==> config.mk <==
export PLATFORM = sky130hd
export DESIGN_NAME = lhni_front
export DESIGN_NICKNAME = d
export VERILOG_FILES = /design/src/sv/lhni_pkg.sv /design/src/sv/lhni_front.sv
export SDC_FILE = /design/constraint.sdc
export NUM_CORES = 1
export LEC_CHECK = 0
export BUFFER_PORTS_ARGS = -buffer_cell sky130_fd_sc_hd__buf_2
export CORE_ASPECT_RATIO = 0.5
export CORE_UTILIZATION = 39
export DETAILED_ROUTE_END_ITERATION = 10
export GPL_ROUTABILITY_DRIVEN = 1
export PLACE_DENSITY_LB_ADDON = 0.1
export SKIP_LAST_GASP = 1
export SYNTH_ARGS = -nofsm -noshare
export SYNTH_HDL_FRONTEND = slang
export SYNTH_SLANG_ARGS = --single-unit
export TNS_END_PERCENT = 1
==> constraint.sdc <==
create_clock -name vclk -period 2.23
set_input_delay 0.1115 -clock vclk [all_inputs]
set_output_delay 0.1115 -clock vclk [all_outputs]
set_load 0.05 [all_outputs]
==> src/sv/lhni_pkg.sv <==
// ----------------------------------------------------------------------------
// Lagrange hexahedron node index package
// Shared types, register codes and constants of the node index block.
// ----------------------------------------------------------------------------
package lhni_pkg;

  localparam int MAX_ORDER = 15;
  localparam int MAX_CELLS = 1024;
  localparam int MID_DEPTH = 4;
  localparam int OUT_DEPTH = 8;

  localparam logic [1:0] REG_POLY_ORDER = 2'd0;
  localparam logic [1:0] REG_CELLS_X    = 2'd1;
  localparam logic [1:0] REG_CELLS_Y    = 2'd2;
  localparam logic [1:0] REG_CELLS_Z    = 2'd3;

  typedef struct packed {
    logic [3:0]  p;
    logic [3:0]  m;
    logic [4:0]  p1;
    logic [10:0] nx;
    logic [10:0] ny;
    logic [10:0] nz;
  } cfg_eff_t;

  typedef struct packed {
    logic [9:0] cx;
    logic [9:0] cy;
    logic [9:0] cz;
    logic [3:0] lx;
    logic [3:0] ly;
    logic [3:0] lz;
    logic       bad;
    logic [3:0] c0;
    logic [3:0] a;
    logic [4:0] b;
    logic [4:0] c;
  } entry_t;

  typedef struct packed {
    logic [11:0] node_slot;
    logic [41:0] grid_point;
    logic [29:0] cell_number;
    logic [41:0] table_address;
    logic        bad_position;
  } result_t;

  function automatic logic [10:0] eff_cells(input logic [10:0] c);
    logic [10:0] r;
    r = (c > 11'(MAX_CELLS)) ? 11'(MAX_CELLS) : c;
    return r;
  endfunction

endpackage

==> src/sv/lhni_front.sv <==
// ----------------------------------------------------------------------------
// Lagrange hexahedron node index front end
// Range check and corner, edge, face or interior classification of a node.
// ----------------------------------------------------------------------------
module lhni_front (
  input  lhni_pkg::cfg_eff_t cfg,
  input  logic [9:0]         cell_x,
  input  logic [9:0]         cell_y,
  input  logic [9:0]         cell_z,
  input  logic [3:0]         local_x,
  input  logic [3:0]         local_y,
  input  logic [3:0]         local_z,
  output lhni_pkg::entry_t   entry
);
  import lhni_pkg::*;

  logic       bx;
  logic       by;
  logic       bz;
  logic [1:0] nb;

  assign bx = (local_x == 4'd0) || (local_x == cfg.p);
  assign by = (local_y == 4'd0) || (local_y == cfg.p);
  assign bz = (local_z == 4'd0) || (local_z == cfg.p);
  assign nb = 2'(bx) + 2'(by) + 2'(bz);

  // The slot is later formed as c0 + a + m * b + m * m * c.
  always_comb begin
    entry.cx  = cell_x;
    entry.cy  = cell_y;
    entry.cz  = cell_z;
    entry.lx  = local_x;
    entry.ly  = local_y;
    entry.lz  = local_z;
    entry.bad = ({1'b0, cell_x} >= cfg.nx) || ({1'b0, cell_y} >= cfg.ny) ||
                ({1'b0, cell_z} >= cfg.nz) || (local_x > cfg.p) ||
                (local_y > cfg.p) || (local_z > cfg.p);
    entry.c0  = 4'd8;
    entry.a   = 4'd0;
    entry.b   = 5'd0;
    entry.c   = 5'd0;
    case (nb)
      2'd3: begin
        entry.c0 = (local_z != 4'd0) ? 4'd4 : 4'd0;
        if (local_x != 4'd0) begin
          entry.c0 = entry.c0 + ((local_y != 4'd0) ? 4'd2 : 4'd1);
        end else begin
          entry.c0 = entry.c0 + ((local_y != 4'd0) ? 4'd3 : 4'd0);
        end
      end
      2'd2: begin
        if (!bx) begin
          entry.a = local_x - 4'd1;
          entry.b = ((local_y != 4'd0) ? 5'd2 : 5'd0) + ((local_z != 4'd0) ? 5'd4 : 5'd0);
        end else if (!by) begin
          entry.a = local_y - 4'd1;
          entry.b = ((local_x != 4'd0) ? 5'd1 : 5'd3) + ((local_z != 4'd0) ? 5'd4 : 5'd0);
        end else begin
          entry.a = local_z - 4'd1;
          if (local_x != 4'd0) begin
            entry.b = (local_y != 4'd0) ? 5'd11 : 5'd9;
          end else begin
            entry.b = (local_y != 4'd0) ? 5'd10 : 5'd8;
          end
        end
      end
      2'd1: begin
        if (bx) begin
          entry.a = local_y - 4'd1;
          entry.b = 5'd11 + 5'(local_z);
          entry.c = (local_x != 4'd0) ? 5'd1 : 5'd0;
        end else if (by) begin
          entry.a = local_x - 4'd1;
          entry.b = 5'd11 + 5'(local_z);
          entry.c = (local_y != 4'd0) ? 5'd3 : 5'd2;
        end else begin
          entry.a = local_x - 4'd1;
          entry.b = 5'd11 + 5'(local_y);
          entry.c = (local_z != 4'd0) ? 5'd5 : 5'd4;
        end
      end
      default: begin
        entry.a = local_x - 4'd1;
        entry.b = 5'd11 + 5'(local_y);
        entry.c = 5'd5 + 5'(local_z);
      end
    endcase
  end

endmodule

======== Word-level counts from Yosys, hierarchy flattened ========
Cells that the tools add are included.
storage, ports and cells
  bits of input ports ..................... 88
  logic and storage cells ................. 59
  register bits ........................... 0
  output and inout port bits .............. 61
operators by class
  add/sub/neg operators ................... 12
  eq/ne operators ......................... 6
  reduce and logical (&&, ||, !) cells .... 15
  $lt $le $gt $ge ......................... 6
  multiplexer cells ....................... 20
operators by type and width
  kind                                                                number
  10-bit by 11-bit >= comparator with 1-bit output                    3
  9-bit one-hot mux with 3 select lines                               1
  9-bit 2-to-1 mux                                                    2
  14-bit 2-to-1 mux                                                   1
  2-bit 2-to-1 mux                                                    7
  4-bit == test                                                       3
  4-bit > comparator                                                  3
  4-bit zero test                                                     3
  4-bit nonzero test                                                  3
  4-bit by 1-bit subtractor with 4-bit output, second input constant  3
  4-bit by 4-bit adder with 5-bit output, first input constant        2
  10-bit 2-to-1 mux                                                   1
  5-bit one-hot mux with 2 select lines                               1
  3-bit by 2-bit adder with 4-bit output                              2
  1-bit logical OR                                                    8
  4-bit 2-to-1 mux                                                    2
  3-bit 2-to-1 mux                                                    2
  2-bit by 5-bit adder with 5-bit output                              1
  3-bit by 4-bit adder with 5-bit output, first input constant        1
  2-bit by 3-bit adder with 4-bit output                              1
  2-bit == test, second input constant                                2
  1-bit 2-to-1 mux                                                    3
  1-bit by 1-bit adder with 2-bit output                              1
  2-bit by 1-bit adder with 2-bit output                              1
  other kinds (2)                                                     2

======== Depth between registers and ports, before layout ========
  word-level depth ........................ 7
  mapped depth ............................ 11
  depth with buffers taken out ............ 9

======== Worst setup path before layout ========
OpenSTA, ideal clock, no wires.
  kind .................................... input to output
  from .................................... input cfg[45] in the netlist's numbering
  to ...................................... output entry[12] in the netlist's numbering
  required time ........................... 2.118 ns
  setup slack ............................. -1.004 ns
  buffers on the path ..................... 3
  arrival time ............................ 3.123 ns
  cell stages on the path ................. 9
  cell sequence ........................... inv_1 ha_1 nand4_1 o31ai_2 buf_2 fa_1 buf_2 buf_1 a221oi_1
RTL lines
  element          RTL line          text
  start, declared  lhni_front.sv:6   input lhni_pkg::cfg_eff_t cfg,
  end, declared    lhni_front.sv:13  output lhni_pkg::entry_t entry

==> reports/metrics.cfg <==
[synth]
synth.distinct_cells = 47
synth_top_cell_by_area = ha_1
ys_warn_count = 0
seq_area_frac_synth_pct = 0
netlist.area_leader.share_pct = 29.0
synth_area_um2 = 2070
netlist_instances = 292
synth_nets = 429
avgSynthCellArea_um2 = 7.10
synthTopCellsByArea = ha_1 (29%), buf_4 (15%), inv_1 (7.8%)

[floorplanning]
rows = 18
dieWidth_um = 105
ios = 149
chipHeight_um = 53.6
coreArea_um2 = 5020
dieArea_um2 = 5630
initial_utilization_pct = 41.3

[final_layout]
nClkBuffers = 0
fill_cells = 384
multi_input_area_um2 = 1850
syn2layout_area_growth_pct = 71.7
nFlopsAndLatches = 0
layout_common_cells = buf_2 (115), buf_4 (66), ha_1 (39)
post_route_cells_drive_above_1_share_pct = 55.5
final_nets = 584
regArea_um2 = 0
diodes = 0
layout_commonest_cell = buf_2

[worst_setup_path]
crit_required_ns = 2.12
crit_arrival_ns = 2.24
setup.worst_path.start = local_x[1]
cp_max_fo = 7
crit_family = adder cells
cp-start-kind = input port
path_cells = buf_12 > inv_12 > ha_4 > or3b_1 > and2_4 > clkinv_8 > fa_2 > o21ai_4 > mux2i_1 > o21a_1 > buf_6
critPathCaptureType = primary output
crit_type = input port to primary output
crit_path_top_delay_cell = fa_2
slowest_delay_ns = 0.54
cp_num_buf_inv = 4

[grt]
grt_pass1_vias = 2374
grt_antenna_before_repair = 0
overflow = 0
grt_start_max_net_pins = 14
track_usage_pct = 22.3
grt_pass1_wl_um = 10200

[routing]
wl_per_cell_um = 12.8
wirelength_um = 6570
dr.pass1.iters = 5
ant_nets = 0
drcViolationCount = 0
num_vias = 2537
via_per_inst = 4.93
drtIter0Drc = 66

[run_status]
status = complete, but fails checks
violations = setup timing

[pwr]
vdd_drop_max_v = 0.000266
power_mw = 1.24
total_leakage_power_nw = 1.88
power_density_nw_per_um2 = 348

[timing]
fin_crit_ns = 2.35
hold_viol_final = 0
post-route-period-util_pct = 105
max-slew-margin-rel_pct = 66.6
worst_pin_slew_ns = 0.488
holdWs_ns = 0.525
setup_ws_ns = -0.121
drv_slew = 0
setup_viol = 19
rsz0062_at_grt = yes
fmax_mhz = 425

[min_path]
hp-class = input port to primary output
hold_start = cell_y[0]

[place]
place_worst_setup_slack_ns = -0.309
io_buffers = 140
gp_congestion = 0.875
hpwl_um = 5240

[job]
max-cap-violations = 0

[clock_network]
holdBufCountCts = 0

==> where the power goes <==
part / leakage, nW / internal [mW] / switching (mW)
sequential: 0 / 0 / 0
clock: 0 / 0 / 0
combinational: 1.88 / 0.516 / 0.724
total: 1.88 / 0.516 / 0.724
==> kinds of logic (layout without fill, tap and decap cells) <==
logic type	after synthesis	after routing	synth area share [%]
AO/OA/AOI/OAI	71	71	22.1
XOR/XNOR	10	10	4.22
adder cells (fa/ha/maj)	49	49	29.9
buffers and inverters	94	247	25.7
multiplexers	3	3	1.45
AND/OR/NAND/NOR	65	65	16.5
==> path summary, 6_finish.rpt <==
kind	end	depth (start not counted)	slack (ns)
setup / recovery	entry[8]	11	-0.12
hold / removal	entry[41]	2	0.52
==> per-layer routing <==
layer,global-route usage (%),wire length [µm],vias to the layer above
met5,0,0,-
li1,-,-,1288
met1,26.2,2750,1168
met4,3.99,69,0
met3,1.45,275,8
met2,46.8,3480,73
==> cell usage after synthesis (4+ instances only) <==
master   instances
nand3_1          6
xor2_1           4
ha_1            48
xnor2_1          6
o21ai_0          7
nor2_1          13
a21o_1           4
nand4_1          7
inv_1           43
a21oi_1         31
nand2_1         13
o22ai_1          5
nor3_1           8
buf_4           42
==> layout make-up <==
type	instances	share of cell area, %
tap	70	2.46
inverter	44	6.40
timing repair buffer	203	39.1
multi-input combinational	198	52.1
==> metrics by stage <==
step | util, % | cell area (µm²) | TNS, ns | instances
floorplan | - | 2320 | -1.25 | 292
global placement | 60.4 | 3030 | -2.83 | 492
detailed placement | 60.4 | 3030 | -3.64 | 492
CTS | 69.5 | 3490 | -1.08 | 511
global route | 70.9 | 3560 | -2.95 | 515
finish | 70.9 | 3560 | -1.70 | 515
==> repair_timing <==
item,in CTS,in global routing
resized for setup,64,9
pin swaps,11,6
buffers inserted,18,4
cloned,1,0
setup endpoints to repair,18,19
Power figures use the tool's default switching activity.
