<file path="config.mk">
export PLATFORM = sky130hd
export DESIGN_NAME = lhni_back
export DESIGN_NICKNAME = d
export VERILOG_FILES = /design/src/sv/lhni_pkg.sv /design/src/sv/lhni_fifo.sv /design/src/sv/lhni_back.sv
export SDC_FILE = /design/constraint.sdc
export NUM_CORES = 2
export LEC_CHECK = 0
export BUFFER_PORTS_ARGS = -buffer_cell sky130_fd_sc_hd__buf_2
export CORE_MARGIN = 4
export CORE_UTILIZATION = 44
export DETAILED_ROUTE_END_ITERATION = 8
export GPL_ROUTABILITY_DRIVEN = 1
export SYNTH_ARGS = -nofsm -noshare
export SYNTH_HDL_FRONTEND = slang
export SYNTH_SLANG_ARGS = --single-unit
</file>
<file path="constraint.sdc">
create_clock -name clk -period 14.2 [get_ports clk]
set_clock_uncertainty 0.15 [all_clocks]
set_input_delay 2.84 -clock clk [delete_from_list [all_inputs] [get_ports clk]]
set_output_delay 2.84 -clock clk [all_outputs]
set_load 0.05 [all_outputs]
</file>
<file path="src/sv/lhni_pkg.sv">
// ----------------------------------------------------------------------------
// Lagrange hexahedron node index package
// Shared types, register codes and constants of the node index block.
// ----------------------------------------------------------------------------
package lhni_pkg;

  localparam int MAX_ORDER = 15;
  localparam int MAX_CELLS = 1024;
  localparam int MID_DEPTH = 4;
  localparam int OUT_DEPTH = 8;

  localparam logic [1:0] REG_POLY_ORDER = 2'd0;
  localparam logic [1:0] REG_CELLS_X    = 2'd1;
  localparam logic [1:0] REG_CELLS_Y    = 2'd2;
  localparam logic [1:0] REG_CELLS_Z    = 2'd3;

  typedef struct packed {
    logic [3:0]  p;
    logic [3:0]  m;
    logic [4:0]  p1;
    logic [10:0] nx;
    logic [10:0] ny;
    logic [10:0] nz;
  } cfg_eff_t;

  typedef struct packed {
    logic [9:0] cx;
    logic [9:0] cy;
    logic [9:0] cz;
    logic [3:0] lx;
    logic [3:0] ly;
    logic [3:0] lz;
    logic       bad;
    logic [3:0] c0;
    logic [3:0] a;
    logic [4:0] b;
    logic [4:0] c;
  } entry_t;

  typedef struct packed {
    logic [11:0] node_slot;
    logic [41:0] grid_point;
    logic [29:0] cell_number;
    logic [41:0] table_address;
    logic        bad_position;
  } result_t;

  function automatic logic [10:0] eff_cells(input logic [10:0] c);
    logic [10:0] r;
    r = (c > 11'(MAX_CELLS)) ? 11'(MAX_CELLS) : c;
    return r;
  endfunction

endpackage

</file>
<file path="src/sv/lhni_fifo.sv">
// ----------------------------------------------------------------------------
// Lagrange hexahedron node index queue
// Small first-in first-out queue with a fill count.
// ----------------------------------------------------------------------------
module lhni_fifo #(
  parameter int WIDTH = 8,
  parameter int DEPTH = 4
) (
  input  logic                         clk,
  input  logic                         rst,
  input  logic                         push,
  input  logic [WIDTH-1:0]             wdata,
  output logic                         full,
  input  logic                         pop,
  output logic [WIDTH-1:0]             rdata,
  output logic                         empty,
  output logic [$clog2(DEPTH+1)-1:0]   count
);

  localparam int PTR_W = $clog2(DEPTH);
  localparam int CNT_W = $clog2(DEPTH + 1);

  logic [WIDTH-1:0] mem [DEPTH];
  logic [PTR_W-1:0] wr_ptr;
  logic [PTR_W-1:0] rd_ptr;
  logic             do_push;
  logic             do_pop;

  assign full    = (count == CNT_W'(DEPTH));
  assign empty   = (count == '0);
  assign do_push = push && !full;
  assign do_pop  = pop && !empty;
  assign rdata   = mem[rd_ptr];

  always_ff @(posedge clk) begin
    if (rst) begin
      wr_ptr <= '0;
      rd_ptr <= '0;
      count  <= '0;
    end else begin
      if (do_push) begin
        wr_ptr <= (wr_ptr == PTR_W'(DEPTH - 1)) ? '0 : wr_ptr + PTR_W'(1);
      end
      if (do_pop) begin
        rd_ptr <= (rd_ptr == PTR_W'(DEPTH - 1)) ? '0 : rd_ptr + PTR_W'(1);
      end
      if (do_push && !do_pop) begin
        count <= count + CNT_W'(1);
      end else if (do_pop && !do_push) begin
        count <= count - CNT_W'(1);
      end
    end
  end

  always_ff @(posedge clk) begin
    if (do_push) begin
      mem[wr_ptr] <= wdata;
    end
  end

endmodule

</file>
<file path="src/sv/lhni_back.sv">
// ----------------------------------------------------------------------------
// Lagrange hexahedron node index back end
// Four-stage arithmetic pipeline and result queue with credit-based issue.
// ----------------------------------------------------------------------------
module lhni_back (
  input  logic               clk,
  input  logic               rst,
  input  lhni_pkg::cfg_eff_t cfg,
  input  lhni_pkg::entry_t   head,
  input  logic               head_valid,
  output logic               head_pop,
  output lhni_pkg::result_t  result,
  output logic               empty,
  input  logic               pop
);
  import lhni_pkg::*;

  localparam int CNT_W = $clog2(OUT_DEPTH + 1);
  localparam int OCC_W = CNT_W + 1;

  logic [CNT_W-1:0] out_count;
  logic [2:0]       inflight;
  logic             out_full;
  logic             v1, v2, v3, v4;

  logic [13:0] s1_gx, s1_gy, s1_gz, s1_npx, s1_npy;
  logic [19:0] s1_czny;
  logic [9:0]  s1_cx, s1_cy;
  logic [7:0]  s1_mm;
  logic [8:0]  s1_mb;
  logic [8:0]  s1_p1sq;
  logic [3:0]  s1_c0, s1_a;
  logic [4:0]  s1_c;
  logic        s1_bad;

  logic [27:0] s2_t1;
  logic [19:0] s2_cyz;
  logic [12:0] s2_npe;
  logic [11:0] s2_mmc, s2_sum0;
  logic [13:0] s2_gx, s2_npx;
  logic [9:0]  s2_cx;
  logic        s2_bad;

  logic [41:0] s3_gp;
  logic [29:0] s3_cell;
  logic [11:0] s3_slot;
  logic [12:0] s3_npe;
  logic        s3_bad;

  result_t     s4;

  assign inflight = 3'(v1) + 3'(v2) + 3'(v3) + 3'(v4);
  assign head_pop = head_valid && !out_full &&
                    ((OCC_W'(out_count) + OCC_W'(inflight)) < OCC_W'(OUT_DEPTH));

  always_ff @(posedge clk) begin
    if (rst) begin
      v1 <= 1'b0;
      v2 <= 1'b0;
      v3 <= 1'b0;
      v4 <= 1'b0;
    end else begin
      v1 <= head_pop;
      v2 <= v1;
      v3 <= v2;
      v4 <= v3;
    end
  end

  always_ff @(posedge clk) begin
    s1_gx   <= 14'(head.cx) * 14'(cfg.p) + 14'(head.lx);
    s1_gy   <= 14'(head.cy) * 14'(cfg.p) + 14'(head.ly);
    s1_gz   <= 14'(head.cz) * 14'(cfg.p) + 14'(head.lz);
    s1_npx  <= 14'(cfg.nx) * 14'(cfg.p) + 14'd1;
    s1_npy  <= 14'(cfg.ny) * 14'(cfg.p) + 14'd1;
    s1_czny <= 20'(head.cz) * 20'(cfg.ny);
    s1_cx   <= head.cx;
    s1_cy   <= head.cy;
    s1_mm   <= 8'(cfg.m) * 8'(cfg.m);
    s1_mb   <= 9'(cfg.m) * 9'(head.b);
    s1_p1sq <= 9'(cfg.p1) * 9'(cfg.p1);
    s1_c0   <= head.c0;
    s1_a    <= head.a;
    s1_c    <= head.c;
    s1_bad  <= head.bad;

    s2_t1   <= 28'(s1_gz) * 28'(s1_npy) + 28'(s1_gy);
    s2_cyz  <= s1_czny + 20'(s1_cy);
    s2_npe  <= 13'(s1_p1sq) * 13'(cfg.p1);
    s2_mmc  <= 12'(s1_mm) * 12'(s1_c);
    s2_sum0 <= 12'(s1_c0) + 12'(s1_a) + 12'(s1_mb);
    s2_gx   <= s1_gx;
    s2_npx  <= s1_npx;
    s2_cx   <= s1_cx;
    s2_bad  <= s1_bad;

    s3_gp   <= 42'(s2_t1) * 42'(s2_npx) + 42'(s2_gx);
    s3_cell <= 30'(s2_cyz) * 30'(cfg.nx) + 30'(s2_cx);
    s3_slot <= s2_sum0 + s2_mmc;
    s3_npe  <= s2_npe;
    s3_bad  <= s2_bad;

    if (s3_bad) begin
      s4 <= '{node_slot: '0, grid_point: '0, cell_number: '0, table_address: '0,
              bad_position: 1'b1};
    end else begin
      s4 <= '{node_slot: s3_slot, grid_point: s3_gp, cell_number: s3_cell,
              table_address: 42'(s3_cell) * 42'(s3_npe) + 42'(s3_slot),
              bad_position: 1'b0};
    end
  end

  lhni_fifo #(
    .WIDTH ($bits(result_t)),
    .DEPTH (OUT_DEPTH)
  ) u_out_fifo (
    .clk   (clk),
    .rst   (rst),
    .push  (v4),
    .wdata (s4),
    .full  (out_full),
    .pop   (pop),
    .rdata (result),
    .empty (empty),
    .count (out_count)
  );

endmodule

</file>
======== After elaboration in Yosys (flattened, before gate mapping) ========
Memories as Yosys holds them, arrays and structs flattened. A register that Yosys moved wholly into a read port is not among the register bits.
Index checks and enable logic that the tools add are counted.
word-level totals
  register bits after elaboration ......... 511
  RAM bits ................................ 1,016
  input bits .............................. 111
  output and inout bits ................... 129
  memories kept ........................... 1
operators by class
  $add $sub $neg .......................... 21
  multipliers ............................. 15
  $lt $le $gt $ge ......................... 1
  equality and inequality tests ........... 3
  mux-type cells .......................... 9
  reductions and logical operators ........ 12
memory list
  memory          words  width  read ports  clocked after Yosys merged registers in  write ports  line             source
  u_out_fifo.mem  8      127    1           1                                        1            lhni_fifo.sv:23  logic [WIDTH-1:0] mem [DEPTH];
operator list
  cell                     number
  $add A14 B4 Y14          3
  $add A42 B12 Y42         1
  $add A42 B14 Y42         1
  $mul A10 B4 Y14          3
  $mul A28 B14 Y42         1
  $mul A30 B13 Y42         1
  $add A30 B10 Y30         1
  $mul A20 B11 Y30         1
  $add A14 B1 Y14 const B  2
  $add A28 B14 Y28         1
  $mul A11 B4 Y14          2
  $mul A14 B14 Y28         1
  $add A20 B10 Y20         1
  $mul A10 B11 Y20         1
  $mul A9 B5 Y13           1
  $add A10 B12 Y12         1
  $mul A8 B5 Y12           1
  $mux W3                  4
  $add A5 B9 Y10           1
  $mul A4 B5 Y9            1
  $mul A5 B5 Y9            1
  $mul A4 B4 Y8            1
  $mux W4                  2
  $add A3 B1 Y3 const B    2
  other kinds (15)         26

======== Logic depth before layout (Yosys ltp) ========
  depth after elaboration ................. 7
  depth in mapped cells ................... 24
  mapped depth without buffers ............ 22

======== Modules after synthesis ========
Synthesis repeated with hierarchy kept, for this count alone.
unflattened totals
  cell total of the unflattened synthesis .. 8,549
  area, all modules ....................... 103,643.2 µm²
by module, submodules not included
  module     instances  cells each  area an instance (µm²)  seq. area each (µm²)
  lhni_back  1          7,006       64,962.3                9,989.6
  lhni_fifo  1          1,543       38,680.8                30,769.5

======== Least setup slack after synthesis ========
No wires, ideal clock.
  path type ............................... register to register
  start point ............................. register u_out_fifo.count[0]
  end point ............................... memory u_out_fifo.mem[0][0] in the netlist's numbering, enable pin
  library setup time ...................... 0.924 ns
  arrival ................................. 12.702 ns
  data required time ...................... 13.126 ns
  setup slack ............................. 0.424 ns
  stages on the path, launching flop included .. 5
  period minus slack after synthesis ...... 13.776 ns
  cells stage by stage .................... dfxtp_1 nor3_1 nand2_1 nand2_1 nor4_1
on the way
  word-level cells in the longest chain between the ends .. 5
ends and longest elaborated chain
  item                           line             source
  start: declaration             lhni_fifo.sv:17  output logic [$clog2(DEPTH+1)-1:0] count
  start signal: assignment       lhni_fifo.sv:48  count <= count + CNT_W'(1);
  start signal: assignment       lhni_fifo.sv:50  count <= count - CNT_W'(1);
  $eq A4 B4 Y1                   lhni_fifo.sv:29  assign full = (count == CNT_W'(DEPTH));
  $logic_not A1 Y1               lhni_fifo.sv:31  assign do_push = push && !full;
  $logic_and A1 B1 Y1            lhni_fifo.sv:31
  $mux W1                        lhni_fifo.sv:56  if (do_push) begin
  $mux W1 (implied by the code)  lhni_fifo.sv:57  mem[wr_ptr] <= wdata;
  end: declaration               lhni_fifo.sv:23
No other way between the ends.

======== Worst setup path after layout ========
  start point ............................. input port cfg[24] in the netlist's numbering
  end point ............................... register s3_cell[29]
on the way
  word-level cells in the longest chain between the ends .. 2
ends and longest elaborated chain
  item                    line             source
  start: declaration      lhni_back.sv:8   input lhni_pkg::cfg_eff_t cfg,
  $mul A20 B11 Y30        lhni_back.sv:98  s3_cell <= 30'(s2_cyz) * 30'(cfg.nx) + 30'(s2_cx);
  $add A30 B10 Y30        lhni_back.sv:98
  end signal: assignment  lhni_back.sv:98
  end: declaration        lhni_back.sv:45  logic [29:0] s3_cell;
No other way between the ends.
A chain may end at the register's enable or synchronous reset.

==> Flow_metrics.wiki <==
{| class="wikitable"
! Metric !! Value
|-
| Number of synthesized flops with an enable pin || 1016
|-
| Area of the die || 0.244 mm^2
|-
| Floorplan row count || 178
|-
| Cell-by-cell listing of the critical path || buf_2 -> nand2_1 -> fa_1 -> inv_1 -> fa_1 -> inv_1 -> fa_1 -> inv_1 -> fa_1 -> fa_1 -> ha_1 -> or3_1 -> o2111ai_1 -> nand2_1 -> a221oi_2 -> o31ai_1 -> a221oi_2 -> xnor2_1
|-
| Yosys Warn Count || 0
|-
| Most common library cell in the layout ignoring fill and taps || inv_1
|-
| Yosys top cell area share || 29.4%
|-
| Remaining DRCs || 0
|-
| Routed wire length || 229 mm
|-
| Chip Height || 494 um
|-
| Period Utilization, post-route || 53.5%
|-
| Overall track demand over capacity in global routing || 19.1%
|-
| Worst min path class || register to register
|-
| Cts hold-fix bufs || 0
|-
| Final estimated routing congestion in global placement || 0.846
|-
| Predominant post-synthesis flop cell || edfxtp_1
|-
| Number of antenna violations at the first check in global routing || 35
|-
| Root buffer cell || clkbuf_16
|-
| Remaining global-route overflow || 0
|-
| Number of CTS-inserted buffers || 160
|-
| First-pass DRT Iterations || 6
|-
| Number of ports placed on the die boundary || 240
|-
| Port Buf Inserts || 228
|-
| Maximum number of pins on one net before global-route repair || 106
|-
| Share of flip-flops with an asynchronous set or reset after synthesis || 0%
|-
| Worst slew pin tran || 1240 ps
|-
| Reg2reg setup slack || 6810 ps
|-
| Cell mode on critical path || fa_1
|-
| Type of the setup path with the least slack || input port to register
|-
| Via density || 5.14
|-
| Unrepaired setup endpoints after global routing || no
|-
| First-pass GRT wire length || 370 mm
|-
| Clock latency on the worst-skew pair || 810 ps
|-
| Fin. max-slew vios || 0
|-
| Synthesized instance count || 8601
|-
| Count of maximum capacitance violations || 0
|-
| Relative slew slack || 17.3%
|-
| Yosys reg bits || 1528
|-
| Capturing element type of the critical path || register
|-
| Ranking of synthesized cells by area || edfxtp_1 (29%), fa_1 (23%), dfxtp_1 (9.9%)
|-
| Number of endpoints failing setup at the final stage || 0
|-
| Post_cts resized || 0
|-
| Clock tree from TritonCTS || yes
|-
| Vias in the first global route || 66200
|-
| Fmax || 132 MHz
|-
| Number of buffers added for setup after CTS || 0
|-
| Total of fill cells in the finished design || 20900
|-
| Standard cell with the maximum stage delay on the critical path || fa_1
|-
| Std-Cell Core Area || 0.235 mm^2
|-
| Top library cells by usage in the layout, fill and taps aside || inv_1 (1270), fa_1 (1175), nand2_1 (1024)
|-
| Avg WL per Cell || 19.1 um
|-
| Fraction of the yosys area taken by sequential cells || 39.2%
|-
| Area Growth Syn to Fin || 9.39%
|-
| Initial core utilization || 44.2%
|-
| Finished Cell Area || 0.114 mm^2
|-
| Arrival time of the worst setup path || 8120 ps
|-
| Number of H-tree levels || 4
|-
| Chip Width || 494 um
|-
| Largest fanout of any net on the critical path || 24
|-
| Clk slew on worst S/H paths || 60 ps
|-
| Final setup TNS || 0 ps
|-
| Count of endpoints failing hold in the final timing report || 0
|-
| WHS || 162 ps
|-
| Synthesized area divided by synthesized cell count || 12.1 um^2
|-
| Number of vias in the routed layout || 61600
|-
| Worst endpoint required time || 14720 ps
|-
| Worst path max stage delay || 560 ps
|-
| ANT nets after route || 0
|-
| Layout cells sized above 1 || 11.0%
|-
| Hpwl dp || 163 mm
|-
| First-iteration detailed-routing DRC count || 3650
|-
| Maximum clock path buffer count || 3
|-
| Cell taking the most area after synthesis || edfxtp_1
|-
| Number of different library cells in the post-synthesis netlist || 89
|-
| Cell area after placement || 0.108 mm^2
|-
| # clock sinks || 1528
|-
| Result of the run || finished clean
|-
| Clock period minus worst slack || 7600 ps
|-
| Nature of the critical path startpoint || input port
|-
| Mapped Area || 0.104 mm^2
|-
| Number of nets in the finished design || 10600
|}
-- cell type report --
type	count	area, um^2	area share (%)
flip-flops and latches	1528	40800	35.9
clock buffers	223	4600	4.04
well taps	3150	3940	3.47
repair buffers	283	1570	1.38
diodes	13	32.5	0.0286
clock inverters	73	1010	0.885
multi-input cells	5432	57000	50.1
inverters	1270	4770	4.19
-- synthesized netlist by cell type (all sizes together), types with 5 or more instances --
cell type,n
o21ai,102
o22ai,7
o311a,6
nor2,177
nor3b,5
nand2,1025
or3,24
nand3,56
a21oi,207
ha,679
xnor2,197
nand2b,22
xor2,69
o41ai,6
fa,1175
nor4,10
clkbuf,338
and2,733
nand4,11
dfxtp,512
a21o,95
a31oi,22
buf,35
mux2i,5
o21bai,37
mux2,133
nor3,59
nor2b,129
and3,19
o21a,33
a211oi,21
o211ai,8
a221oi,9
a41oi,7
edfxtp,1016
o31ai,9
inv,1270
a21boi,9
and4,6
mux4,254
or2,12
-- registers in the layout (all words and copies together) (netlist names), 12 cells and up, named ones only --
register and count:
s2_npe 13, s4 127, s1_npy 14, s1_npx 14, s3_gp 42, s3_slot 12, s1_gy 14, s3_cell 30
u_out_fifo.mem 1016, s1_gz 14, s1_czny 20, s2_gx 14, s2_mmc 12, s2_t1 28, s2_cyz 20, s3_npe 13
s1_gx 14, s2_npx 14
-- cell families (layout without fill, tap and decap cells) --
kind of cell             Yosys count  after routing  share of synthesized area, %
AND/OR/NAND/NOR                 2298           2298                          10.9
adder cells (fa/ha/maj)         1854           1854                          30.8
buffers and inverters           1643           1849                          5.99
flip-flops                      1528           1528                          39.2
AO/OA/AOI/OAI                    618            618                          3.84
multiplexers                     392            392                          6.99
XOR/XNOR                         266            266                          2.24
other                              2             17                       0.00723
-- routing by layer --
metal | share of wire (%) | vias to the layer above | wire (um) | track usage (%)
li1 | - | 28200 | - | -
met4 | 2.4 | 28 | 5580 | 5.14
met2 | 47 | 1373 | 109000 | 31.3
met5 | 0.072 | - | 166 | 0
met1 | 45 | 31600 | 102000 | 26.4
met3 | 5.4 | 312 | 12300 | 3.32
-- worst max-delay path: cells and delay by family --
kind,cells,cell delay (ps)
compound gates,4,1120
xor+xnor,1,100
fa+ha+maj,6,2750
buf+inv,4,600
simple gates,3,700
-- final timing paths --
| path | from | to | cells after the start |
|---|---|---|---|
| min reg2reg | s1_gx[7] | s2_gx[7] | 0 |
| max | cfg[24] | s3_cell[29] | 18 |
| min | s1_gx[7] | s2_gx[7] | 0 |
| max reg2reg | s2_npx[5] | s3_gp[34] | 19 |
-- per-stage QoR --
step / setup slack [ps] / util, % / cells
6_report: 6600 / 48.3 / 12000
3_5_place_dp: 5790 / 45.9 / 11700
2_1_floorplan: 424 / - / 8603
4_1_cts: 6640 / 48.3 / 12000
5_1_grt: 6240 / 48.3 / 12000
3_3_place_gp: 5830 / 45.9 / 11700
Power is left out: the tool's default activity adds up to more than one toggle a clock period on the data nets, which glitch-free logic cannot reach.
