## src/sv/lhni_fifo.sv

```systemverilog
// ----------------------------------------------------------------------------
// Lagrange hexahedron node index queue
// Small first-in first-out queue with a fill count.
// ----------------------------------------------------------------------------
module lhni_fifo #(
  parameter int WIDTH = 8,
  parameter int DEPTH = 4
) (
  input  logic                         clk,
  input  logic                         rst,
  input  logic                         push,
  input  logic [WIDTH-1:0]             wdata,
  output logic                         full,
  input  logic                         pop,
  output logic [WIDTH-1:0]             rdata,
  output logic                         empty,
  output logic [$clog2(DEPTH+1)-1:0]   count
);

  localparam int PTR_W = $clog2(DEPTH);
  localparam int CNT_W = $clog2(DEPTH + 1);

  logic [WIDTH-1:0] mem [DEPTH];
  logic [PTR_W-1:0] wr_ptr;
  logic [PTR_W-1:0] rd_ptr;
  logic             do_push;
  logic             do_pop;

  assign full    = (count == CNT_W'(DEPTH));
  assign empty   = (count == '0);
  assign do_push = push && !full;
  assign do_pop  = pop && !empty;
  assign rdata   = mem[rd_ptr];

  always_ff @(posedge clk) begin
    if (rst) begin
      wr_ptr <= '0;
      rd_ptr <= '0;
      count  <= '0;
    end else begin
      if (do_push) begin
        wr_ptr <= (wr_ptr == PTR_W'(DEPTH - 1)) ? '0 : wr_ptr + PTR_W'(1);
      end
      if (do_pop) begin
        rd_ptr <= (rd_ptr == PTR_W'(DEPTH - 1)) ? '0 : rd_ptr + PTR_W'(1);
      end
      if (do_push && !do_pop) begin
        count <= count + CNT_W'(1);
      end else if (do_pop && !do_push) begin
        count <= count - CNT_W'(1);
      end
    end
  end

  always_ff @(posedge clk) begin
    if (do_push) begin
      mem[wr_ptr] <= wdata;
    end
  end

endmodule

```

## config.mk

```make
export PLATFORM = sky130hd
export DESIGN_NAME = lhni_fifo
export DESIGN_NICKNAME = d
export VERILOG_FILES = /design/src/sv/lhni_fifo.sv
export SDC_FILE = /design/constraint.sdc
export NUM_CORES = 1
export LEC_CHECK = 0
export BUFFER_PORTS_ARGS = -buffer_cell sky130_fd_sc_hd__buf_2
export CAP_MARGIN = 15
export CORE_ASPECT_RATIO = 0.5
export CORE_MARGIN = 4
export CORE_UTILIZATION = 59
export DETAILED_ROUTE_END_ITERATION = 16
export PLACE_DENSITY = 0.9
export SLEW_MARGIN = 5
export SYNTH_ARGS = -nofsm -noshare
export SYNTH_HDL_FRONTEND = slang
export SYNTH_SLANG_ARGS = --single-unit
```

## constraint.sdc

```tcl
create_clock -name clk -period 4.05 [get_ports clk]
set_input_delay 0.405 -clock clk [delete_from_list [all_inputs] [get_ports clk]]
set_output_delay 0.405 -clock clk [all_outputs]
set_load 0.1 [all_outputs]
```

## Word-level counts from Yosys, hierarchy flattened

Memory sizes are Yosys's and may differ from the RTL's. A register that Yosys moved wholly into a read port is not among the register bits.
Index checks and enable logic that the tools add are counted.

- Add/sub/neg operators: 4
- Eq/ne operators: 3
- Mux-type cells: 8
- Reductions and logical operators: 10

Operators with widths:

| kind | count |
|---|---|
| two-way mux 2 bit | 4 |
| two-way mux 3 bit | 2 |
| adder 2 x 1 -> 2 bit, second input constant | 2 |
| == test 2 bit, second input constant | 2 |
| logical AND 1 bit | 4 |
| zero test 1 bit | 4 |
| adder 3 x 1 -> 3 bit, second input constant | 1 |
| == test 3 bit, second input constant | 1 |
| zero test 3 bit | 1 |
| subtractor 3 x 1 -> 3 bit, second input constant | 1 |
| two-way mux 1 bit | 2 |
| nonzero test 2 bit | 1 |

- Bits in registers: 7
- RAM bits: 32
- Input port bits: 12
- Memories kept: 1

Memories:

| name | words | width | read ports | clocked after memory_dff | write ports | line | source |
|---|---|---|---|---|---|---|---|
| mem | 4 | 8 | 1 | 1 | 1 | 23 | `logic [WIDTH-1:0] mem [DEPTH];` |

## Depth between registers and ports, before layout

Gate-level depths: netlist of run 1.

- Depth in word-level cells: 7
- Mapped depth: 10
- Mapped depth without buffers: 9

## Least setup slack after synthesis of run 1

No wires, ideal clock.

- Path type: register -> output
- Start point: reg count[0]
- End point: out empty
- Arrival time: 2.930 ns
- Data required time: 3.645 ns
- Slack: 0.715 ns
- Stages on the path, launching flop included: 2
- Cells stage by stage: dfxtp_1 -> nor3_1

- Cells in the longest elaborated chain, start to end: 1

RTL lines:

| item | line | source |
|---|---|---|
| from (decl) | 17 | `output logic [$clog2(DEPTH+1)-1:0] count` |
| from (signal assigned) | 48 | `count <= count + CNT_W'(1);` |
| from (signal assigned) | 50 | `count <= count - CNT_W'(1);` |
| zero test 3 bit | 30 | `assign empty = (count == '0);` |
| to (decl) | 16 | `output logic empty,` |

Every way passes these cells.

## Worst setup path after layout of run 1

- Start point: reg count[0]
- End point: reg count[2]

- Cells in the longest elaborated chain, start to end: 6
- Elaborated cells on any way between the ends: 15

RTL lines:

| item | line | source |
|---|---|---|
| == test 3 bit (*) | 29 | `assign full = (count == CNT_W'(DEPTH));` |
| zero test 1 bit (*) | 31 | `assign do_push = push && !full;` |
| logical AND 1 bit (*) | 31 |  |
| named net do_push | 26 | `logic do_push;` |
| zero test 1 bit | 49 | `end else if (do_pop && !do_push) begin` |
| logical AND 1 bit | 49 |  |
| nonzero test 2 bit (no line) | -- |  |

The timed path passes the listed nets; every way through them passes the cells marked *. The select of a mux whose other input is x is not followed.
A chain may end at the register's enable or synchronous reset.

==> key figures, run 1 <==
Run status
  – Outcome: finished, final reports clean

Die
  – Io pins: 25
  – Die H: 45.6 um
  – Die width: approximately 83 um
  – Initial Utilization: 63.0%
  – Die area: 3800 sq um
  – Core area: between 2000 and 3000 sq um
  – Num rows: 13

Worst hold path
  – Hold Path End: mem[1][6]$_DFFE_PP_
  – HP Class: input pin to register
  – Min-delay src: wdata[6]
  – Worst hold stages: 1

Worst setup path
  – R2R setup slack: around 1700 ps
  – R2R depth: 9
  – Largest delay share family, worst path: simple AND/OR/NAND/NOR gates
  – Reg2reg end: count[2]$_SDFFE_PP0P_
  – Worst Path Max Fanout: 7
  – RR Startpoint: count[0]$_SDFFE_PP0P_
  – Crit start category: register
  – Slowest-stage cell, CP: dfxtp_1
  – Worst path max stage delay: roughly 470 ps
  – Crit. End Element: register
  – Worst path depth: 9
  – Worst Path Arrival: 2540 ps
  – Crit Path Class: register to register
  – Critical Path, Cell by Cell: or3b_1 -> clkinv_8 -> nor2_4 -> ha_1 -> inv_1 -> fa_1 -> xor2_1 -> or3_1 -> a21oi_1
  – WP data required: around 4300 ps
  – Worst path buffer plus inverter count: 2

Clocking
  – Max Root-Sink Buffers: 2
  – TritonCTS clock tree: done
  – Htree depth: 2
  – Post-CTS setup buffer count: 0
  – Total CTS buffers: 5
  – Hold_buf cts: 0
  – CTS root buf: clkbuf_8
  – Clk slew on worst S/H paths: roughly 70 ps
  – CTS sink cnt: 41
  – Clk_lat worst skew: around 280 ps
  – Post-cts sizing count: 0

Synth
  – Compound-cell area share of the yosys netlist: 3.22%
  – Largest family of logic cells by synthesized area: multiplexers
  – Synth warnings: 0
  – Ys async rst share: 0%
  – Post-synthesis mux area share: between 10% and 20%
  – Post-synth cell types: 27
  – Syn_nets: 111
  – Seq cells post-synth: a little over 40
  – EDFF count, synth: 32
  – Mean post-synth cell area: between 15 and 20 sq um
  – Sequential share of the synthesized area: approximately 68%
  – Post-synthesis simple-gate area fraction: about 5.5%
  – Synth Area in XOR/XNOR: 1.05%
  – Mapped cell area: ~1700 sq um
  – Syn Inst Count: 92
  – Adder-cell share of the synthesized area: 5.70%
  – Post-synth top flop: edfxtp_1

Timing
  – Setup Skew: about 4.3 ps
  – RSZ-0062 raised after global routing: false
  – Slew @ Worst Pin: 501 ps
  – Fin. Hold Viols: 0
  – Tcrit/Tclk final: a little under three fifths
  – Final WS setup: ~1700 ps
  – Max Fclk: between 400 and 500 MHz
  – Headroom to the max-slew limit: between 60% and 70%
  – Final setup TNS: 0 ps
  – Final Max Slew Viols: 0
  – Post-layout minimum cycle time: around 2300 ps
  – Min Hold Slack: approximately 340 ps
  – Final setup violation count: 0

Run
  – Max Cap Viol: 0

GRT
  – Vias in the first global route: between 800 and 900
  – Pin count of the biggest net entering global routing: 13
  – Initial antenna violation count: 0
  – Total grt overflow: 0
  – GRT Util Overall: between 10% and 20%
  – First-pass GRT wire length: between 4 and 5 mm

Route
  – Routed WL: ~2.6 mm
  – Drt drc: 0
  – Avg WL per Cell: between 15 and 20 um
  – Vias per std cell: ~5.5
  – Via count: between 800 and 900
  – ANT nets after route: 0
  – Initial DRC count: 93
  – Pre-antenna DRT Iters: 4

Cells and area
  – # diodes: 0
  – Util after Layout: a little under three quarters
  – Synthesis-to-layout area growth: 13.9%
  – Nets: around 140
  – Ratio of cells with drive above 1 in the final layout: between 30% and 40%

Placement
  – Input/output buffers: 24
  – GP Congestion: slightly below 0.8
  – HPWL after detailed placement: about 1.9 mm
  – Pre-CTS setup slack: about 1700 ps
## logic make-up (layout without fill, tap and decap cells)
family,after synthesis,in the layout
buf+inv,9,37
fa+ha+maj,7,7
compound gates,7,7
mux,10,10
simple gates,16,16
xor+xnor,2,2
flops,41,41
## synth_stat cells, types with 3 or more instances
library cell	instances	area [sq um]
mux4_2	8	180
and3_1	4	25.0
inv_1	3	11.3
dfxtp_1	9	180
nor2_1	3	11.3
ha_1	6	75.1
edfxtp_1	32	961
## worst register-to-register path, cell delays in order, from the launching register on
cell and delay (ps):
dfxtp_1 470, or3b_1 390, clkinv_8 90, nor2_4 110, ha_1 190, inv_1 60, fa_1 370, xor2_1 160
or3_1 310, a21oi_1 130
## state kept, by name, summed over array words and instances, names as in the netlist, named ones only
name    count
count       3
rd_ptr      2
mem        32
wr_ptr      2
## worst max-delay path by stage
stage | from | end
after floorplan | count[0]$_SDFFE_PP0P_ | empty
after global placement | count[0]$_SDFFE_PP0P_ | count[2]$_SDFFE_PP0P_
after detailed placement | count[0]$_SDFFE_PP0P_ | count[2]$_SDFFE_PP0P_
after CTS | count[0]$_SDFFE_PP0P_ | count[2]$_SDFFE_PP0P_
after global routing | count[0]$_SDFFE_PP0P_ | count[2]$_SDFFE_PP0P_
final | count[0]$_SDFFE_PP0P_ | count[2]$_SDFFE_PP0P_
## per-stage QoR
stage          cell area (sq um)  cells
5_1_grt                     1900    157
4_1_cts                     1900    157
3_5_place_dp                1810    149
2_1_floorplan               1670     92
3_3_place_gp                1810    149
6_report                    1900    157
## cell type report
class	count	area (sq um)
Sequential cell	41	1140
Inverter	5	45.0
Clock buffer	8	90.1
Fill cell	165	749
Tap cell	37	46.3
Timing Repair Buffer	24	120
Multi-Input combinational cell	42	459
## metal layers
metal	GRT usage (%)	share of wire, %
met1	18.4	43
met2	26.4	50
met3	4.33	6.3
met4	3.91	1.2
met5	0	0
## cell usage in the layout, fill, tap and decap left out, types with 2 or more instances in the layout
master,synthesis,routed
dfxtp_1,9,9
mux4_2,8,8
nor2_1,3,3
nor3_1,2,2
mux2i_1,2,2
nand3_1,2,2
xor2_1,2,2
or3_1,2,2
inv_1,3,3
ha_1,6,6
a21oi_1,2,2
buf_2,1,24
and3_1,4,4
o31ai_2,2,2
edfxtp_1,32,32
clkbuf_1,1,2
clkbuf_8,0,6
Power of run 1 is not shown: default switching activity piles up to over one toggle a cycle in this logic, so the estimate is an artifact.
==> inputs of run 2 (changes only) <==
--- a/config.mk
+++ b/config.mk
@@ -5,13 +5,14 @@
 export SDC_FILE = /design/constraint.sdc
 export NUM_CORES = 1
 export LEC_CHECK = 0
+export ABC_AREA = 1
 export BUFFER_PORTS_ARGS = -buffer_cell sky130_fd_sc_hd__buf_2
 export CAP_MARGIN = 15
 export CORE_ASPECT_RATIO = 0.5
 export CORE_MARGIN = 4
-export CORE_UTILIZATION = 59
+export CORE_UTILIZATION = 55
 export DETAILED_ROUTE_END_ITERATION = 16
-export PLACE_DENSITY = 0.9
+export PLACE_DENSITY = 0.85
 export SLEW_MARGIN = 5
 export SYNTH_ARGS = -nofsm -noshare
 export SYNTH_HDL_FRONTEND = slang
==> constraint.sdc (replaced) <==
create_clock -name clk -period 2.39 [get_ports clk]
set_input_delay 0.239 -clock clk [delete_from_list [all_inputs] [get_ports clk]]
set_output_delay 0.239 -clock clk [all_outputs]
set_load 0.1 [all_outputs]
==> run 2 against run 1 <==
  * Area after synthesis grew 2.1%
  * Non-clock buffer count increased by 4
  * Flip-flop and latch count unchanged
  * Die area up 8.2%
==> key figures, run 2 <==
Clocking
  – TritonCTS clock tree: done
  – Clk_lat worst skew: 280 ps
  – Hold_buf cts: 0
  – CTS root buf: clkbuf_8
  – Clk slew on worst S/H paths: ~70 ps
  – Max Root-Sink Buffers: 2
  – Post-cts sizing count: 0
  – Post-CTS setup buffer count: 0
  – Total CTS buffers: 5
  – CTS sink cnt: between 40 and 50
  – Htree depth: 2

Synth
  – Ys async rst share: 0%
  – Seq cells post-synth: 41
  – Post-synth top flop: edfxtp_1
  – Mean post-synth cell area: 11.6 sq um
  – EDFF count, synth: 32
  – Commonest cells post-synth: 32 x edfxtp_1, 32 x nor2_1, 17 x inv_1
  – Syn Inst Count: around 150
  – Top-area cell type share of the netlist area: between 50 and 60%
  – Syn_nets: 166
  – Synth area leader: edfxtp_1
  – Synth area leaders: edfxtp_1 56%, dfxtp_1 11%, nor2_1 7.0%, ha_1 4.4%, o21ai_0 3.8%
  – Synth warnings: 0
  – Post-synth cell types: 20
  – Mapped cell area: 1700 sq um
  – Sequential share of the synthesized area: between 60% and 70%

GRT
  – First-pass GRT wire length: 4.27 mm
  – Pin count of the biggest net entering global routing: 18
  – Vias in the first global route: approximately 1000
  – Total grt overflow: 0
  – Initial antenna violation count: 0
  – GRT Util Overall: approximately 15%

Timing
  – RSZ-0062 raised after global routing: false
  – Headroom to the max-slew limit: between 60% and 70%
  – Final Max Slew Viols: 0
  – Final setup TNS: 0 ps
  – Final setup violation count: 0
  – Post-layout minimum cycle time: between 2000 and 2500 ps
  – Slew @ Worst Pin: 567 ps
  – Tcrit/Tclk final: about nine tenths
  – Fin. Hold Viols: 0
  – Setup Skew: ~5.7 ps
  – Max Fclk: 473 MHz

Die
  – Die width: between 80 and 90 um
  – Num rows: 13
  – Core area: between 2000 and 3000 sq um
  – Die H: 47.4 um
  – Io pins: 25
  – Initial Utilization: slightly above 60%
  – Die area: around 4100 sq um

Placement
  – HPWL after detailed placement: roughly 1.9 mm
  – Input/output buffers: 24
  – GP Congestion: 0.733

Worst hold path
  – HP Class: input pin to register

Route
  – Vias per std cell: 5.08
  – ANT nets after route: 0
  – Pre-antenna DRT Iters: 4
  – Drt drc: 0
  – Initial DRC count: 86
  – Routed WL: ~2.7 mm
  – Via count: around 1100
  – Avg WL per Cell: between 10 and 15 um

Cells and area
  – Synthesis-to-layout area growth: 15.8%
  – Commonest non-fill, non-tap cells in the layout: 32 x nor2_1, 32 x edfxtp_1, 24 x buf_2, 17 x inv_1, 13 x o21ai_0
  – # diodes: 0
  – Biggest register: mem
  – Top Registers: mem: 32 flops, count: 3 flops
  – Ratio of cells with drive above 1 in the final layout: approximately 24%
  – Nets: 199
  – Max reg flops: 32

Worst setup path
  – Worst Path Arrival: approximately 1900 ps
  – Crit start category: register
  – R2R setup slack: 600 ps
  – Crit. End Element: output port
  – Worst Path Max Fanout: 17
  – Crit Path Class: register to output port
  – WP data required: between 2000 and 2500 ps

Run status
  – Outcome: finished, final reports clean

Run
  – Max Cap Viol: 0
run 2: kinds of logic (layout without fill, tap and decap cells):
logic type / count (synthesis) / in the layout / share of synthesized area, %
xor+xnor: 1 / 1 / 0.514
simple gates: 51 / 51 / 12.5
buf+inv: 20 / 54 / 5.29
flops: 41 / 41 / 67.0
fa+ha+maj: 7 / 7 / 5.58
compound gates: 27 / 27 / 9.18
run 2: critical path, cell delays in order (launching register included):
cell	delay (ps)
dfxtp_1	680
inv_2	260
o21ai_0	250
o22ai_1	90
buf_2	300
run 2: final cells by class:
class,instances,area [sq um]
sequential,41,1140
fill,179,792
multi-input combinational,86,473
timing repair buffer,28,150
clock buffer,7,86.3
inverter,18,67.6
tap,37,46.3
clock inverter,1,7.51
run 2: path summary, 6_finish.rpt:
kind / from / to / cells past startpoint
min: rst / count[0]$_SDFFE_PP0P_ / 2
max: register / rdata[3] / 4
min reg2reg: rd_ptr[1]$_SDFFE_PP0P_ / register / 2
max reg2reg: count[1]$_SDFFE_PP0P_ / count[2]$_SDFFE_PP0P_ / 12
run 2: layer usage:
layer	up-vias	share of wire (%)	track usage, %
li1	567	-	-
met3	2	5.9	5.25
met2	31	52	27.7
met5	-	0	0
met1	508	41	15.7
met4	0	0.88	6.52
run 2: stage by stage:
step	instance area, sq um	hold slack, ps	setup WS (ps)	instances	utilization (%)
global placement	1880	405	631	210	68.0
floorplan	1710	304	49.8	147	-
global route	1970	121	121	218	71.4
CTS	1970	112	281	218	71.4
finish	1970	120	277	218	71.4
detailed placement	1880	411	586	210	68.0
Power of run 2 is left out for the same reason.
==> inputs of run 3 (changes only) <==
--- a/config.mk
+++ b/config.mk
@@ -10,9 +10,10 @@
 export CAP_MARGIN = 15
 export CORE_ASPECT_RATIO = 0.5
 export CORE_MARGIN = 4
-export CORE_UTILIZATION = 55
+export CORE_UTILIZATION = 58
+export CTS_BUF_LIST = sky130_fd_sc_hd__clkbuf_8
 export DETAILED_ROUTE_END_ITERATION = 16
-export PLACE_DENSITY = 0.85
+export PLACE_DENSITY = 0.89
 export SLEW_MARGIN = 5
 export SYNTH_ARGS = -nofsm -noshare
 export SYNTH_HDL_FRONTEND = slang
==> run 3 against run 2 <==
  * Via count rose by 2.3%
  * Clock-buffer cell count is 2 lower
  * Cell area down 0.63%
  * Global-route usage increased by 2.4 points
  * Worst setup slack gained 9.2 ps
  * Register-to-register slack barely moved
  * Hold slack got worse by 2.9 ps
  * First-iteration DRC count increased by 23%
  * Utilization is 1.3 points higher
  * Clock skew rose by 2.9 ps
  * Non-clock buffer count unchanged
  * Highest routed layer unchanged
==> key figures, run 3 (synthesized netlist as in run 2, its figures left out) <==
Route
  – Avg WL per Cell: approximately 13 um
  – Via count: about 1100
  – Routed WL: a little under 3 mm
  – Vias per std cell: roughly 5.2
  – Drt drc: 0
  – Pre-antenna DRT Iters: 4
  – Initial DRC count: around 110
  – ANT nets after route: 0

Cells and area
  – Synthesis-to-layout area growth: 15.1%
  – # diodes: 0
  – Fin cells: 218
  – Max reg flops: 32
  – Commonest non-fill, non-tap cells in the layout: 32 x nor2_1, 32 x edfxtp_1, 24 x buf_2, 17 x inv_1, 13 x o21ai_0
  – Top Registers: mem: 32 flops, count: 3 flops
  – Ratio of cells with drive above 1 in the final layout: 23.8%
  – Biggest register: mem
  – Fill cells: about 190
  – Nets: approximately 200

Worst setup path
  – WP data required: 2150 ps
  – Worst Path Max Fanout: 17
  – Crit. End Element: output port
  – Critical Path, Cell by Cell: inv_2 -> o21ai_0 -> o22ai_1 -> buf_2
  – Slowest-stage cell, CP: dfxtp_1
  – Worst path max stage delay: between 600 and 700 ps
  – Crit Path Class: register to output port
  – Largest delay share family, worst path: flip-flops
  – Worst path buffer plus inverter count: 2
  – Worst Path Arrival: around 1900 ps
  – Crit start category: register

Timing
  – Slew @ Worst Pin: about 580 ps
  – Tcrit/Tclk final: 88.0%
  – Max Fclk: 475 MHz
  – Final Max Slew Viols: 0
  – Final setup TNS: 0 ps
  – RSZ-0062 raised after global routing: false
  – Setup Skew: approximately 8.6 ps
  – Headroom to the max-slew limit: around three fifths
  – Final WS setup: between 200 and 300 ps
  – Fin. Hold Viols: 0
  – Final setup violation count: 0
  – Post-layout minimum cycle time: approximately 2100 ps

Die
  – Die width: 84.7 um
  – Io pins: 25
  – Die H: approximately 46 um
  – Initial Utilization: about 63%
  – Num rows: 13
  – Core area: 2700 sq um
  – Die area: 3920 sq um

GRT
  – First-pass GRT wire length: 4.81 mm
  – Pin count of the biggest net entering global routing: 18
  – Vias in the first global route: ~1100
  – Initial antenna violation count: 0
  – GRT Util Overall: approximately 17%
  – Total grt overflow: 0

Clocking
  – Post-cts sizing count: 0
  – TritonCTS clock tree: done
  – Clk_lat worst skew: 290 ps
  – Total CTS buffers: 5
  – Hold_buf cts: 0
  – Max Root-Sink Buffers: 2
  – CTS sink cnt: 41
  – CTS root buf: clkbuf_8
  – Post-CTS setup buffer count: 0
  – Htree depth: 2
  – Clk slew on worst S/H paths: ~70 ps

Placement
  – Pre-CTS setup slack: around 600 ps
  – HPWL after detailed placement: roughly 2.0 mm
  – Input/output buffers: 24
  – Placed cell count: 210
  – GP Congestion: between 0.7 and 0.8

Run status
  – Outcome: finished, final reports clean

Run
  – Max Cap Viol: 0

Worst hold path
  – HP Class: input pin to register
==> run 3: cell types whose count changed in the layout (fill, tap and decap cells not counted) <==
cell        before  now
clkinv_1         0    2
clkbuf_8         6    5
clkbuf_1         1    0
clkinv_2         0    1
clkinvlp_4       1    0
==> run 3: final timing paths <==
kind              slack [ps]                   start                      to  cells past startpoint
setup / recovery         290                register                rdata[4]                      4
hold / removal           120                     rst   count[0]$_SDFFE_PP0P_                      2
setup reg to reg         590   count[0]$_SDFFE_PP0P_   count[1]$_SDFFE_PP0P_                      9
hold reg to reg          530  rd_ptr[1]$_SDFFE_PP0P_  rd_ptr[1]$_SDFFE_PP0P_                      2
==> run 3: worst reg2reg max path, cell delays in order (launching register included) <==
cell and delay, ps:
dfxtp_2 350, nor2_2 140, nand2_2 100, nand2_2 130, inv_1 70, ha_1 210, inv_1 80, fa_1 410
o21ai_0 170, nor2_1 60
==> run 3: layout make-up <==
type                       instances  area, sq um  area share, %
inverter                          18         67.6           3.45
tap                               37         46.3           2.36
sequential                        41         1140           58.3
clock buffer                       5         68.8           3.51
clock inverter                     3         12.5          0.638
multi-input combinational         86          473           24.1
timing repair buffer              28          150           7.66
==> run 3: metal layers <==
metal / up-vias / share of wire, % / GRT usage, %
met1: 512 / 42 / 19.0
met4: 0 / 2.6 / 11.4
met5: - / 0 / 0
met2: 47 / 48 / 30.0
li1: 565 / - / -
met3: 9 / 7.3 / 5.18
==> run 3: through the flow <==
stage	area [sq um]	utilization, %	hold WS [ps]
global route	1960	72.6	124
finish	1960	72.6	117
global placement	1880	69.6	405
floorplan	1710	-	304
CTS	1960	72.6	111
detailed placement	1880	69.6	414
Power of run 3 is left out for the same reason.
